==> src/rtl/core/slps_pkg.sv <==
// ----------------------------------------------------------------------------
// slps_pkg
// shared widths, codes and the memory request type of the predecessor search
// ----------------------------------------------------------------------------
package slps_pkg;

  localparam int IDX_W  = 10;
  localparam int LEN_W  = 11;
  localparam int VAL_W  = 32;
  localparam int STAT_W = 2;
  localparam int CNT_W  = 7;

  // last probe number before the search is cut off (80 probes)
  localparam logic [CNT_W-1:0] PROBE_LAST = 7'd79;

  localparam logic CMD_LOAD  = 1'b0;
  localparam logic CMD_QUERY = 1'b1;

  localparam logic [STAT_W-1:0] ST_FOUND = 2'd0;
  localparam logic [STAT_W-1:0] ST_BELOW = 2'd1;
  localparam logic [STAT_W-1:0] ST_BAD   = 2'd2;

  localparam logic [LEN_W-1:0] LEN_RESET = 11'd1024;

  typedef logic [IDX_W-1:0]        idx_t;
  typedef logic signed [VAL_W-1:0] val_t;

  typedef struct packed {
    logic we;
    idx_t waddr;
    val_t wdata;
    idx_t raddr;
  } mem_req_t;

endpackage

==> src/rtl/core/slps_seq.sv <==
// ----------------------------------------------------------------------------
// slps_seq
// search sequencer: one comparator and one midpoint adder reused per probe
// ----------------------------------------------------------------------------
module slps_seq
  import slps_pkg::*;
(
  input  logic              clk,
  input  logic              rst,
  input  logic              in_valid,
  output logic              in_ready,
  input  logic              cmd,
  input  idx_t              entry_index,
  input  val_t              value,
  input  idx_t              lower_bound,
  input  idx_t              upper_bound,
  input  logic [LEN_W-1:0]  eff_len,
  output mem_req_t          mem_req,
  input  val_t              rdata,
  output logic              out_valid,
  input  logic              out_ready,
  output idx_t              found_index,
  output logic [STAT_W-1:0] status
);

  typedef enum logic [2:0] {S_IDLE, S_LO, S_PROBE, S_NEXT, S_DONE} state_t;

  state_t            state, state_next;
  val_t              key, key_next;
  idx_t              lo, lo_next, hi, hi_next, idx, idx_next;
  logic [CNT_W-1:0]  cnt, cnt_next;
  idx_t              res_found, res_found_next;
  logic [STAT_W-1:0] res_status, res_status_next;
  logic              out_valid_next;
  idx_t              found_index_next;
  logic [STAT_W-1:0] status_next;

  // shared units
  logic              key_lt;
  idx_t              mid_a, mid_b, mid;
  logic              mid_rnd;
  logic [IDX_W:0]    mid_sum;
  logic              bad_bounds;

  assign key_lt  = key < rdata;
  assign mid_sum = {1'b0, mid_a} + {1'b0, mid_b} + {{IDX_W{1'b0}}, mid_rnd};
  assign mid     = mid_sum[IDX_W:1];

  assign bad_bounds = (lower_bound > upper_bound) || ({1'b0, upper_bound} >= eff_len);
  assign in_ready   = (state == S_IDLE);

  always_comb begin
    state_next       = state;
    key_next         = key;
    lo_next          = lo;
    hi_next          = hi;
    idx_next         = idx;
    cnt_next         = cnt;
    res_found_next   = res_found;
    res_status_next  = res_status;
    out_valid_next   = out_valid && !out_ready;
    found_index_next = found_index;
    status_next      = status;
    mid_a            = lower_bound;
    mid_b            = upper_bound;
    mid_rnd          = 1'b1;
    mem_req.we       = 1'b0;
    mem_req.waddr    = entry_index;
    mem_req.wdata    = value;
    mem_req.raddr    = idx;

    unique case (state)
      S_IDLE: begin
        mem_req.raddr = lower_bound;
        if (in_valid) begin
          if (cmd == CMD_LOAD) begin
            mem_req.we = 1'b1;
          end else begin
            key_next = value;
            lo_next  = lower_bound;
            hi_next  = upper_bound;
            idx_next = mid;
            cnt_next = '0;
            if (bad_bounds) begin
              res_found_next  = ({1'b0, lower_bound} < eff_len) ? lower_bound
                                                                : IDX_W'(eff_len - 1'b1);
              res_status_next = ST_BAD;
              state_next      = S_DONE;
            end else begin
              state_next = S_LO;
            end
          end
        end
      end
      S_LO: begin
        if (key_lt) begin
          res_found_next  = lo;
          res_status_next = ST_BELOW;
          state_next      = S_DONE;
        end else begin
          state_next = S_PROBE;
        end
      end
      S_PROBE: begin
        mid_a   = lo;
        mid_b   = idx;
        mid_rnd = 1'b0;
        if (key_lt) begin
          // entry too big: pull upper bound down, floor midpoint
          hi_next  = idx;
          idx_next = mid;
          if (cnt == PROBE_LAST) begin
            res_found_next  = mid;
            res_status_next = ST_FOUND;
            state_next      = S_DONE;
          end else begin
            cnt_next      = cnt + 1'b1;
            mem_req.raddr = mid;
          end
        end else if (idx == hi) begin
          res_found_next  = idx;
          res_status_next = ST_FOUND;
          state_next      = S_DONE;
        end else begin
          mem_req.raddr = idx + 1'b1;
          state_next    = S_NEXT;
        end
      end
      S_NEXT: begin
        mid_a   = idx;
        mid_b   = hi;
        mid_rnd = 1'b1;
        if (key_lt) begin
          res_found_next  = idx;
          res_status_next = ST_FOUND;
          state_next      = S_DONE;
        end else begin
          // next entry still fits: push lower bound up, ceiling midpoint
          lo_next  = idx;
          idx_next = mid;
          if (cnt == PROBE_LAST) begin
            res_found_next  = mid;
            res_status_next = ST_FOUND;
            state_next      = S_DONE;
          end else begin
            cnt_next      = cnt + 1'b1;
            mem_req.raddr = mid;
            state_next    = S_PROBE;
          end
        end
      end
      S_DONE: begin
        if (!out_valid || out_ready) begin
          out_valid_next   = 1'b1;
          found_index_next = res_found;
          status_next      = res_status;
          state_next       = S_IDLE;
        end
      end
      default: state_next = S_IDLE;
    endcase
  end

  always_ff @(posedge clk) begin
    if (rst) begin
      state     <= S_IDLE;
      out_valid <= 1'b0;
    end else begin
      state     <= state_next;
      out_valid <= out_valid_next;
    end
    key         <= key_next;
    lo          <= lo_next;
    hi          <= hi_next;
    idx         <= idx_next;
    cnt         <= cnt_next;
    res_found   <= res_found_next;
    res_status  <= res_status_next;
    found_index <= found_index_next;
    status      <= status_next;
  end

endmodule

==> config.mk <==
export PLATFORM = sky130hd
export DESIGN_NAME = slps_seq
export DESIGN_NICKNAME = d
export VERILOG_FILES = /design/src/rtl/core/slps_pkg.sv /design/src/rtl/core/slps_seq.sv
export SDC_FILE = /design/constraint.sdc
export NUM_CORES = 1
export LEC_CHECK = 0
export BUFFER_PORTS_ARGS = -buffer_cell sky130_fd_sc_hd__buf_2
export CAP_MARGIN = 10
export CORE_AREA = 4 4 123 125
export DETAILED_ROUTE_END_ITERATION = 7
export DIE_AREA = 0 0 127 129
export PLACE_DENSITY = 0.87
export REMOVE_ABC_BUFFERS = 1
export SETUP_SLACK_MARGIN = 0.2
export SLEW_MARGIN = 20
export SYNTH_ARGS = -nofsm -noshare
export SYNTH_HDL_FRONTEND = slang
export SYNTH_SLANG_ARGS = --single-unit
export TNS_END_PERCENT = 1
==> constraint.sdc <==
create_clock -name clk -period 4.65 [get_ports clk]
set_input_delay 0.465 -clock clk [delete_from_list [all_inputs] [get_ports clk]]
set_output_delay 0.465 -clock clk [all_outputs]
set_load 0.005 [all_outputs]
# Word level (Yosys, flattened, before mapping)
# Index checks and enable logic that the tools add are counted.
[word_totals]
in_bits = 110
regBits = 97
[classes]
n_reduce_logical = 17
order_cmp = 4
n_mux = 62
n_addsub = 5
n_eq_ne = 15
[op_table]
columns = ["operator", "count"]
rows = [
  ["10-bit 2-to-1 mux", 23],
  ["10-bit case mux with 2 select lines", 4],
  ["10-bit case mux with 3 select lines", 2],
  ["10-bit case mux with 4 select lines", 1],
  ["7-bit 2-to-1 mux", 5],
  ["32-bit < comparator", 1],
  ["3-bit 2-to-1 mux", 10],
  ["7-bit case mux with 3 select lines", 1],
  ["2-bit 2-to-1 mux", 8],
  ["3-bit case mux with 5 select lines", 1],
  ["4-bit AND reduction", 3],
  ["10-bit by 10-bit adder with 11-bit output", 1],
  ["11-bit by 1-bit adder with 11-bit output", 1],
  ["10-bit by 11-bit greater-or-equal comparator with 1-bit output", 1],
  ["10-bit by 11-bit < comparator with 1-bit output", 1],
  ["10-bit by 1-bit adder with 10-bit output (second input constant)", 1],
  ["10-bit == test", 1],
  ["10-bit greater-than comparator", 1],
  ["2-bit != test (second input constant)", 5],
  ["10-bit by 1-bit subtractor with 10-bit output (second input constant)", 1],
  ["2-bit case mux with 4 select lines", 1],
  ["7-bit by 1-bit adder with 7-bit output (second input constant)", 1],
  ["7-bit == test (second input constant)", 1],
  ["3-bit by 2-bit == test with 1-bit output (second input constant)", 2],
  ["other kinds (16)", 26],
]

# Longest topological paths before layout
# Gate-level depths: netlist of run 1.
[depth]
ltp_word = 7
mapped_depth = 18

# Least setup slack after synthesis of run 1
# Ideal clock, no wire load.
[synth_timing]
path_kind = "register to output"
from = "register state[0]"
to = "output mem_req[9] (netlist bit)"
path_stages_with_launch = 19
path_buffers = 4
setup_slack_ns = 0.311
t_arrival_ns = 3.874
cell_sequence = "dfxtp_1 buf_6 clkbuf_8 clkbuf_1 clkbuf_1 mux2i_1 o21ai_0 ha_1 a21oi_1 fa_1 nor2b_1 o2111ai_1 nand3_1 o41ai_1 a2111oi_0 mux2i_1 o21ai_0 o32ai_1 o21ai_0"
[synth_rtl]
columns = ["element", "line", "rtl"]
rows = [
  ["start, declared", "slps_seq.sv:28", "state_t state, state_next;"],
  ["start signal, assigned", "slps_seq.sv:169", "state <= state_next;"],
  ["end, declared", "slps_seq.sv:18", "output mem_req_t mem_req,"],
]

==> results of run 1 <==
-- worst max-delay path: stages (launching register included) --
cell and delay (ns):
edfxtp_1 0.52, mux2i_1 0.20, o21ai_0 0.12, ha_1 0.35
a21oi_1 0.09, fa_1 0.42, nor2b_1 0.18, o21a_1 0.13
nor2_1 0.06, xnor2_2 0.21, mux2i_1 0.17, a2111oi_1 0.48
nor3_1 0.09, a31oi_1 0.28, buf_2 0.20
-- through the flow --
step / utilization / setup WS [ns]
2_1_floorplan: - / 0.0553
3_3_place_gp: 0.601 / 0.483
3_5_place_dp: 0.601 / 0.375
4_1_cts: 0.621 / 0.210
5_1_grt: 0.625 / 0.110
6_report: 0.625 / 0.339
-- path summary, 6_finish.rpt --
path                     start             end  slack, ns
hold / removal       value[30]         key[30]       0.30
setup reg to reg        idx[0]    res_found[7]       1.01
setup / recovery        idx[0]      mem_req[3]       0.34
hold reg to reg   res_found[4]  found_index[4]       0.46
-- metal layers --
| layer | up-vias | share of wire | global-route usage |
|---|---|---|---|
| li1 | 3210 | - | - |
| met1 | 3085 | 0.39 | 0.340 |
| met2 | 487 | 0.46 | 0.440 |
| met3 | 71 | 0.12 | 0.0639 |
| met4 | 0 | 0.035 | 0.103 |
| met5 | - | 0 | 0 |
-- sequential cells by signal (all words and copies together) (netlist names) --
register / flops
state: 3
found_index: 10
cnt: 7
res_status: 2
res_found: 10
hi: 10
key: 32
out_valid: 1
idx: 10
status: 2
lo: 10
-- cells in the mapped netlist (15+ instances only) --
cell / number / area [um^2]
clkbuf_1: 29 / 109
edfxtp_1: 93 / 2790
a21oi_1: 53 / 265
nand3_1: 16 / 80.1
o21ai_0: 74 / 370
nor2_1: 52 / 195
mux2i_1: 29 / 290
nand2_1: 84 / 315
xor2_1: 15 / 131
buf_4: 43 / 323
ha_1: 73 / 913
inv_1: 70 / 263
xnor2_1: 24 / 210
-- area by class of cell --
type	instances	area, um^2
multi-input combinational	585	4090
clock buffer	9	225
clock inverter	7	43.8
tap	180	225
timing repair buffer	179	957
sequential	97	2870
fill	1168	5210
inverter	70	263
-- power breakdown --
group / switching (mW) / leakage [nW] / internal [mW]
registers: 0.204 / 0.899 / 1.24
logic: 1.11 / 2.76 / 0.725
clock network: 0.344 / 0.125 / 0.362
total: 1.65 / 3.79 / 2.33
-- what timing repair did --
item                       CTS  global route
resized for setup            0             5
setup endpoints to repair    0             9
setup buffers                0             4
-- logic make-up after synthesis --
logic type,Yosys count,share of synthesized area
buffers and inverters,154,0.106
flip-flops,97,0.371
AND/OR/NAND/NOR,218,0.129
adder cells (fa/ha/maj),75,0.122
AO/OA/AOI/OAI,215,0.177
XOR/XNOR,39,0.0442
multiplexers,38,0.0511
==> impl_results.md, run 1 <==
* Commonest non-fill, non-tap cells in the layout: 156 x buf_2, 93 x edfxtp_1, 84 x nand2_1
* Synthesized area at 7730 um^2
* CP Class: reg -> out
* Area grow syn2layout at 12.1%
* ANT nets after route at 0
* Reg2Reg Depth at 13
* Die Width at 127 um
* CP arrival at 3.85 ns
* Hold slack at 0.302 ns
* P per Cell Area at 459 nW/um^2
* Crit path required time at 4.18 ns
* Die H at 129 um
* Total GRT Usage at 0.266
* Flops & latches, synth at 97
* Post-synth EDFFs at 93
* Diode count at 0
* P_leak at 3.79 nW
* Initial detailed-routing violation count at 927
* Clk pin slew, worst setup/hold paths at 0.07 ns
* Ports at 177
* DP Wirelength at 17100 um
* Remaining DRCs at 0
* Sink Count at 97
* Core area at 13900 um^2
* Pwr Total at 3.98 mW
* Final setup vio count at 0
* Synth Instances at 836
* RSZ-0062 raised after global routing: yes
* Die footprint at 16400 um^2
* Final WL at 21900 um
* Worst setup EP type: output pin
* Worst rel slew slack at 0.433
* Clock Tree Buf Depth at 2
* Largest net degree at the start of global routing at 36
* Pins Over Slew Limit at 0
* Post-synthesis sequential area ratio at 0.371
* Post-synthesis cell type count at 70
* Final min period at 4.31 ns
* Share of cells above drive strength 1 at 0.234
* H-tree depth at 3
* Vias per inst at 6.08
* Fin cells at 1127
* Cts hold-fix bufs at 0
* Drt pass-1 iters at 6
* Worst-margin pin slew at 0.851 ns
* Final setup skew at 0.00741 ns
* Final hold vios at 0
* TritonCTS Buffers at 9
* Worst min path class: in -> reg
* CP Max Fanout at 9
* Outcome: finished, final reports clean
* Placed insts at 1107
* Asr flop ratio synth at 0
* Fin Setup TNS at 0 ns
* Routed length per instance at 19.5 um
* Setup crit start kind: flip-flop
* Clk_lat worst skew at 0.35 ns
* Clock root cell: clkbuf_16
* WHS Path Cells at 1
* Initial antenna violation count at 0
* Fin area at 8670 um^2
* Syn_area_per_cell at 9.25 um^2
* Via count at 6853
* Vias in the first global route at 6571
* Max cap viols at 0
* Final nets at 1126
* Fmax at 232 MHz
* Starting Density at 0.557
* Placed cell areas at 8350 um^2
* Final Cycle Share at 0.927
* CTS tree: yes
* Num rows at 43
* Leading cell type in the layout, fill and taps excluded: buf_2
* Worst vdd ir at 0.000254 V
* First-pass GRT wire length at 34000 um
* Main synth FF type: edfxtp_1
* Routability Congestion at 0.955
* Ys Warns at 0
* Grt total ovfl at 0
* Port Buffers at 156
Power figures use the tool's default switching activity.
==> run 2, diff against run 1 <==
--- a/config.mk
+++ b/config.mk
@@ -8,8 +8,8 @@
 export BUFFER_PORTS_ARGS = -buffer_cell sky130_fd_sc_hd__buf_2
 export CAP_MARGIN = 10
-export CORE_AREA = 4 4 123 125
+export CORE_AREA = 4 4 130 132
 export DETAILED_ROUTE_END_ITERATION = 7
-export DIE_AREA = 0 0 127 129
-export PLACE_DENSITY = 0.87
+export DIE_AREA = 0 0 134 136
+export PLACE_DENSITY = 0.8
 export REMOVE_ABC_BUFFERS = 1
 export SETUP_SLACK_MARGIN = 0.2
==> constraint.sdc (replaced) <==
create_clock -name clk -period 4.65 [get_ports clk]
set_input_delay 0.465 -clock clk [delete_from_list [all_inputs] [get_ports clk]]
set_output_delay 0.465 -clock clk [all_outputs]
set_load 0.02 [all_outputs]
==> run 2 against run 1 <==
  * Critical path depth is 2 lower
  * Sequential cell count unchanged
  * Final cell count rose by 3.6%
  * Worst setup slack better by 0.075 ns
  * Critical path type unchanged
  * Largest cell class unchanged
  * Largest power group unchanged
==> impl_results.md, run 2 (same netlist as run 1, synthesis figures left out) <==
* Area grow syn2layout at 14.1% (was 12.1%)
* Worst rel slew slack at 0.401 (was 0.433)
* Die Width at 134 um (was 127 um)
* Fin cells at 1168 (was 1127)
* CP arrival at 3.77 ns (was 3.85 ns)
* TritonCTS Buffers at 9 (unchanged)
* Final Cycle Share at 0.911 (was 0.927)
* Leading cell type in the layout, fill and taps excluded: buf_2 (unchanged)
* Final setup vio count at 0 (unchanged)
* H-tree depth at 3 (unchanged)
* Fin area at 8830 um^2 (was 8670 um^2)
* Worst setup EP type: output pin (unchanged)
* CP Cell Sequence: ha_1 -> nand4_1 -> nor4_2 -> nand4_1 -> a31oi_2 -> o31ai_4 -> buf_4 -> xnor2_1 -> nand2_1 -> o21ai_0 -> a211o_1 -> buf_2 (was mux2i_1 -> o21ai_0 -> ha_1 -> a21oi_1 -> fa_1 -> nor2b_1 -> o21a_1 -> nor2_1 -> xnor2_2 -> mux2i_1 -> a2111oi_1 -> nor3_1 -> a31oi_1 -> buf_2)
* Drt pass-1 iters at 6 (unchanged)
* Crit path max-delay family: simple AND/OR/NAND/NOR gates (was compound AO/OA/AOI/OAI gates)
* Placed insts at 1148 (was 1107)
* Share of cells above drive strength 1 at 0.242 (was 0.234)
* Setup slack at placement at 0.331 ns (was 0.375 ns)
* Worst min path class: in -> reg (unchanged)
* Via count at 6845 (was 6853)
* Die H at 136 um (was 129 um)
* Clk pin slew, worst setup/hold paths at 0.07 ns (about the same)
* Cts hold-fix bufs at 0 (unchanged)
* Final WL at 22200 um (was 21900 um)
* Clock Tree Buf Depth at 2 (unchanged)
* Clock root cell: clkbuf_16 (unchanged)
* RR Startpoint: key[31] (was idx[0])
* Slowest cell on the critical path: nor4_2 (was edfxtp_1)
* First-pass GRT wire length at 33800 um (was 34000 um)
* Sink Count at 97 (unchanged)
* Fillers at 1373 (was 1168)
* Worst vdd ir at 0.000178 V (was 0.000254 V)
* Commonest non-fill, non-tap cells in the layout: 156 x buf_2, 93 x edfxtp_1, 84 x nand2_1 (unchanged)
* RSZ-0062 raised after global routing: yes (unchanged)
* Port Buffers at 156 (unchanged)
* Pwr Total at 4.21 mW (was 3.98 mW)
* Max stage delay on crit path at 0.45 ns (was 0.52 ns)
* Die footprint at 18200 um^2 (was 16400 um^2)
* Setup crit start kind: flip-flop (unchanged)
* Critical Path Start: key[31] (was idx[0])
* Starting Density at 0.492 (was 0.557)
* Bufs and invs on worst path at 2 (was 1)
* CP endpoint: mem_req[7] (was mem_req[3])
* Max cap viols at 0 (unchanged)
* Routed length per instance at 19.0 um (was 19.5 um)
* Worst r2r dst: idx[3] (was res_found[7])
* Outcome: finished, final reports clean (unchanged)
* Max reg flops at 32 (unchanged)
* CP Class: reg -> out (unchanged)
* Diode count at 0 (unchanged)
* Final setup skew at 0.00874 ns (was 0.00741 ns)
* Largest net degree at the start of global routing at 33 (was 36)
* Final nets at 1131 (was 1126)
* Core area at 15700 um^2 (was 13900 um^2)
* CTS tree: yes (unchanged)
* Setup ws final at 0.415 ns (was 0.339 ns)
* Fin Setup TNS at 0 ns (unchanged)
* WP depth at 12 (was 14)
* Clk_lat worst skew at 0.36 ns (was 0.35 ns)
* DP Wirelength at 17400 um (was 17100 um)
* Final min period at 4.24 ns (was 4.31 ns)
* Grt total ovfl at 0 (unchanged)
* Final hold vios at 0 (unchanged)
* Placed cell areas at 8430 um^2 (was 8350 um^2)
* P_leak at 3.84 nW (was 3.79 nW)
* Most numerous cell on the critical path: nand4_1 (was mux2i_1)
* Vias per inst at 5.86 (was 6.08)
* Vias in the first global route at 6557 (was 6571)
* R2R Setup Slk at 0.89 ns (was 1.01 ns)
* Fmax at 236 MHz (was 232 MHz)
* Total GRT Usage at 0.239 (was 0.266)
* CP Max Fanout at 11 (was 9)
* ANT nets after route at 0 (unchanged)
* Largest Register: key (unchanged)
* Ports at 177 (unchanged)
* Pins Over Slew Limit at 0 (unchanged)
* Routability Congestion at 0.942 (was 0.955)
* Remaining DRCs at 0 (unchanged)
* Reg2Reg Depth at 9 (was 13)
* P per Cell Area at 477 nW/um^2 (was 459 nW/um^2)
* Worst-margin pin slew at 0.898 ns (was 0.851 ns)
* Num rows at 46 (was 43)
* Initial detailed-routing violation count at 621 (was 927)
* Crit path required time at 4.18 ns (about the same)
* Initial antenna violation count at 0 (unchanged)
## run 2: cell count changes in the layout (fill, tap and decap cells not counted), moves of 2 or more
cell	change
buf_4	+4
bufinv_16	+2
clkinv_1	-3
clkinvlp_4	-2
## run 2: stage by stage
stage	hold WS (ns)	util
floorplan	0.426	-
global placement	0.431	0.537
detailed placement	0.440	0.537
CTS	0.282	0.558
global route	0.279	0.562
finish	0.294	0.562
## run 2: layout make-up
class	count	area, um^2	share of cell area
well taps	216	270	0.0306
clock inverters	5	86.3	0.00978
flip-flops and latches	97	2870	0.326
inverters	70	263	0.0298
repair buffers	184	998	0.113
clock buffers	11	243	0.0275
multi-input cells	585	4090	0.464
## run 2: worst reg2reg max path, delay by kind of cell, from the launching register on
kind	cells	cell delay (ns)
fa+ha+maj	1	0.34
flops	1	0.37
compound gates	3	1.14
simple gates	4	1.25
buf+inv	1	0.35
## run 2: worst min path at each step
stage / startpoint / depth (start not counted) / to / slack, ns
2_1_floorplan: res_found[3] / 0 / found_index[3] / 0.43
3_3_place_gp: res_found[7] / 0 / found_index[7] / 0.43
3_5_place_dp: res_found[9] / 0 / found_index[9] / 0.44
4_1_cts: value[9] / 1 / key[9] / 0.28
5_1_grt: value[3] / 1 / key[3] / 0.28
6_report: value[9] / 1 / key[9] / 0.29
## run 2: repair_timing
| action | in CTS | in global routing |
|---|---|---|
| gates resized for setup | 1 | 8 |
| gates cloned | 0 | 0 |
| endpoints found under the setup margin | 2 | 8 |
| setup buffers | 0 | 4 |
## run 2: per-layer routing
layer  GRT usage  vias to the layer above  share of wire
met5           0                        -              0
met4      0.0977                        0          0.035
met3      0.0592                       65           0.11
met2       0.400                      454           0.46
met1       0.298                     3126           0.39
li1            -                     3200              -
## run 2: power breakdown
part / leakage (nW) / switching (mW) / total (mW) / internal [mW]
clock network: 0.161 / 0.336 / 0.827 / 0.491
logic: 2.79 / 1.20 / 1.94 / 0.742
registers: 0.899 / 0.196 / 1.44 / 1.24
total: 3.84 / 1.73 / 4.21 / 2.48
==> run 3, diff against run 2 <==
- RECOVER_POWER: not set -> 100
==> run 3 against run 2 <==
  * The flow now finishes with violations (capacitance limit, slew limit)
  * Maximum frequency shrank 2.9%
  * Final cell count did not move
  * First-iteration DRC count up 11%
  * Clock skew about the same
  * Register-to-register slack worse by 0.35 ns
  * Critical path depth grew 3
  * Worst hold slack improved by 0.0040 ns
  * Sequential power about the same
  * Non-clock buffer count unchanged
  * Critical path type unchanged
  * Largest cell class unchanged
  * Highest routed layer unchanged
==> impl_results.md, run 3 (same netlist as run 1, synthesis figures left out) <==
* Outcome: finished, violations left (was finished, final reports clean)
* Failing checks: capacitance limit, slew limit
* Placed cell areas at 8430 um^2 (unchanged)
* Num rows at 46 (unchanged)
* Vias in the first global route at 6557 (unchanged)
* CTS tree: yes (unchanged)
* Largest Register: key (unchanged)
* Crit path max-delay family: compound AO/OA/AOI/OAI gates (was simple AND/OR/NAND/NOR gates)
* Initial detailed-routing violation count at 692 (was 621)
* Via count at 6851 (was 6845)
* RSZ-0062 raised after global routing: yes (unchanged)
* Clock root cell: clkbuf_16 (unchanged)
* Leading cell type in the layout, fill and taps excluded: edfxtp_1 (was buf_2)
* P per Cell Area at 479 nW/um^2 (was 477 nW/um^2)
* Final setup vio count at 0 (unchanged)
* Final setup skew at 0.00924 ns (was 0.00874 ns)
* Initial antenna violation count at 0 (unchanged)
* Clock Tree Buf Depth at 2 (unchanged)
* Sink Count at 97 (unchanged)
* Final min period at 4.36 ns (was 4.24 ns)
* Worst vdd ir at 0.000177 V (was 0.000178 V)
* RR Startpoint: key[31] (unchanged)
* H-tree depth at 3 (unchanged)
* CP Cell Sequence: buf_6 -> mux2i_1 -> o21ai_0 -> inv_1 -> fa_1 -> nor2b_1 -> o2111ai_1 -> nand3_1 -> nor2_1 -> xnor2_1 -> o21ai_0 -> a211oi_1 -> o21ai_0 -> nand2_1 -> clkbuf_1 (was ha_1 -> nand4_1 -> nor4_2 -> nand4_1 -> a31oi_2 -> o31ai_4 -> buf_4 -> xnor2_1 -> nand2_1 -> o21ai_0 -> a211o_1 -> buf_2)
* Starting Density at 0.492 (unchanged)
* Remaining DRCs at 0 (unchanged)
* Fillers at 1437 (was 1373)
* Most numerous cell on the critical path: o21ai_0 (was nand4_1)
* Share of cells above drive strength 1 at 0.144 (was 0.242)
* Ports at 177 (unchanged)
* Clk_lat worst skew at 0.36 ns (about the same)
* P_leak at 3.58 nW (was 3.84 nW)
* Drt pass-1 iters at 6 (unchanged)
* R2R Setup Slk at 0.54 ns (was 0.89 ns)
* DP Wirelength at 17400 um (unchanged)
* Commonest non-fill, non-tap cells in the layout: 93 x edfxtp_1, 88 x clkbuf_1, 84 x nand2_1 (was 156 x buf_2, 93 x edfxtp_1, 84 x nand2_1)
* TritonCTS Buffers at 9 (unchanged)
* CP arrival at 3.90 ns (was 3.77 ns)
* CP endpoint: mem_req[5] (was mem_req[7])
* Core area at 15700 um^2 (unchanged)
* Clk pin slew, worst setup/hold paths at 0.07 ns (about the same)
* Pins Over Slew Limit at 33 (was 0)
* CP Class: reg -> out (unchanged)
* Worst setup EP type: output pin (unchanged)
* Final WL at 22200 um (about the same)
* Max stage delay on crit path at 0.44 ns (was 0.45 ns)
* Die Width at 134 um (unchanged)
* Vias per inst at 5.87 (was 5.86)
* Cts hold-fix bufs at 0 (unchanged)
* Worst rel slew slack at -0.122 (was 0.401)
* Max reg flops at 32 (unchanged)
* Final nets at 1131 (unchanged)
* CP Max Fanout at 26 (was 11)
* Worst r2r dst: idx[3] (unchanged)
* Final hold vios at 0 (unchanged)
* Setup crit start kind: flip-flop (unchanged)
* Area grow syn2layout at 12.1% (was 14.1%)
* Max cap viols at 1 (was 0)
* Die H at 136 um (unchanged)
* First-pass GRT wire length at 33800 um (unchanged)
* Final Cycle Share at 0.938 (was 0.911)
* Total GRT Usage at 0.239 (unchanged)
* Diode count at 0 (unchanged)
* WP depth at 15 (was 12)
* Port Buffers at 156 (unchanged)
* Bufs and invs on worst path at 3 (was 2)
* Fmax at 229 MHz (was 236 MHz)
* Fin util at 0.552 (was 0.562)
* Die footprint at 18200 um^2 (unchanged)
* ANT nets after route at 0 (unchanged)
* Slowest cell on the critical path: dfxtp_1 (was nor4_2)
* Routability Congestion at 0.942 (unchanged)
* Grt total ovfl at 0 (unchanged)
* Crit path required time at 4.18 ns (about the same)
* Routed length per instance at 19.0 um (about the same)
* Critical Path Start: state[0] (was key[31])
* Largest net degree at the start of global routing at 33 (unchanged)
* Worst-margin pin slew at 1.68 ns (was 0.898 ns)
* Fin area at 8670 um^2 (was 8830 um^2)
* Worst min path class: in -> reg (unchanged)
* Reg2Reg Depth at 9 (unchanged)
## run 3: changes by cell type in the layout (fill, tap and decap cells not counted), sizes merged
| cell | change |
|---|---|
| buf | -89 |
| clkbuf | +89 |
## run 3: worst min path at each step
stage          slack (ns)             end          from  cells past startpoint
4_1_cts              0.28          key[9]      value[9]                      1
2_1_floorplan        0.43  found_index[3]  res_found[3]                      0
3_3_place_gp         0.43  found_index[7]  res_found[7]                      0
5_1_grt              0.28          key[3]      value[3]                      1
3_5_place_dp         0.44  found_index[9]  res_found[9]                      0
6_report             0.30         key[16]     value[16]                      1
## run 3: layout make-up
type,count,area (um^2),share of cell area
multi-input cells,585,4070,0.469
flip-flops and latches,97,2870,0.331
repair buffers,184,866,0.0999
inverters,70,263,0.0303
well taps,216,270,0.0312
clock buffers,11,243,0.0280
clock inverters,5,86.3,0.00996
## run 3: per-stage QoR
step | hold WS [ns] | power [mW] | TNS, ns | setup slack (ns) | cells
final | 0.298 | 4.15 | 0 | 0.287 | 1168
after global placement | 0.431 | 3.26 | 0 | 0.401 | 1148
after global routing | 0.282 | 4.39 | 0 | 0.0612 | 1168
after detailed placement | 0.440 | 3.30 | 0 | 0.331 | 1148
after CTS | 0.282 | 4.14 | 0 | 0.302 | 1164
after floorplan | 0.426 | 2.62 | -0.0875 | -0.0875 | 752
## run 3: layer usage
layer	global-route usage	wire (um)
met4	0.0977	824
met2	0.400	10200
met1	0.298	8650
met3	0.0592	2480
met5	0	0
## run 3: power by group
group          internal [mW]  switching, mW  total, mW  leakage, nW
clock                  0.491          0.335      0.826        0.161
combinational          0.691           1.19       1.88         2.52
sequential              1.25          0.195       1.44        0.898
total                   2.43           1.72       4.15         3.58
## run 3: repair_timing
item,4_1_cts,5_1_grt
cloned,0,0
gates resized for setup,1,8
pin swaps,0,0
endpoints found under the setup margin,2,8
buffers inserted,0,4
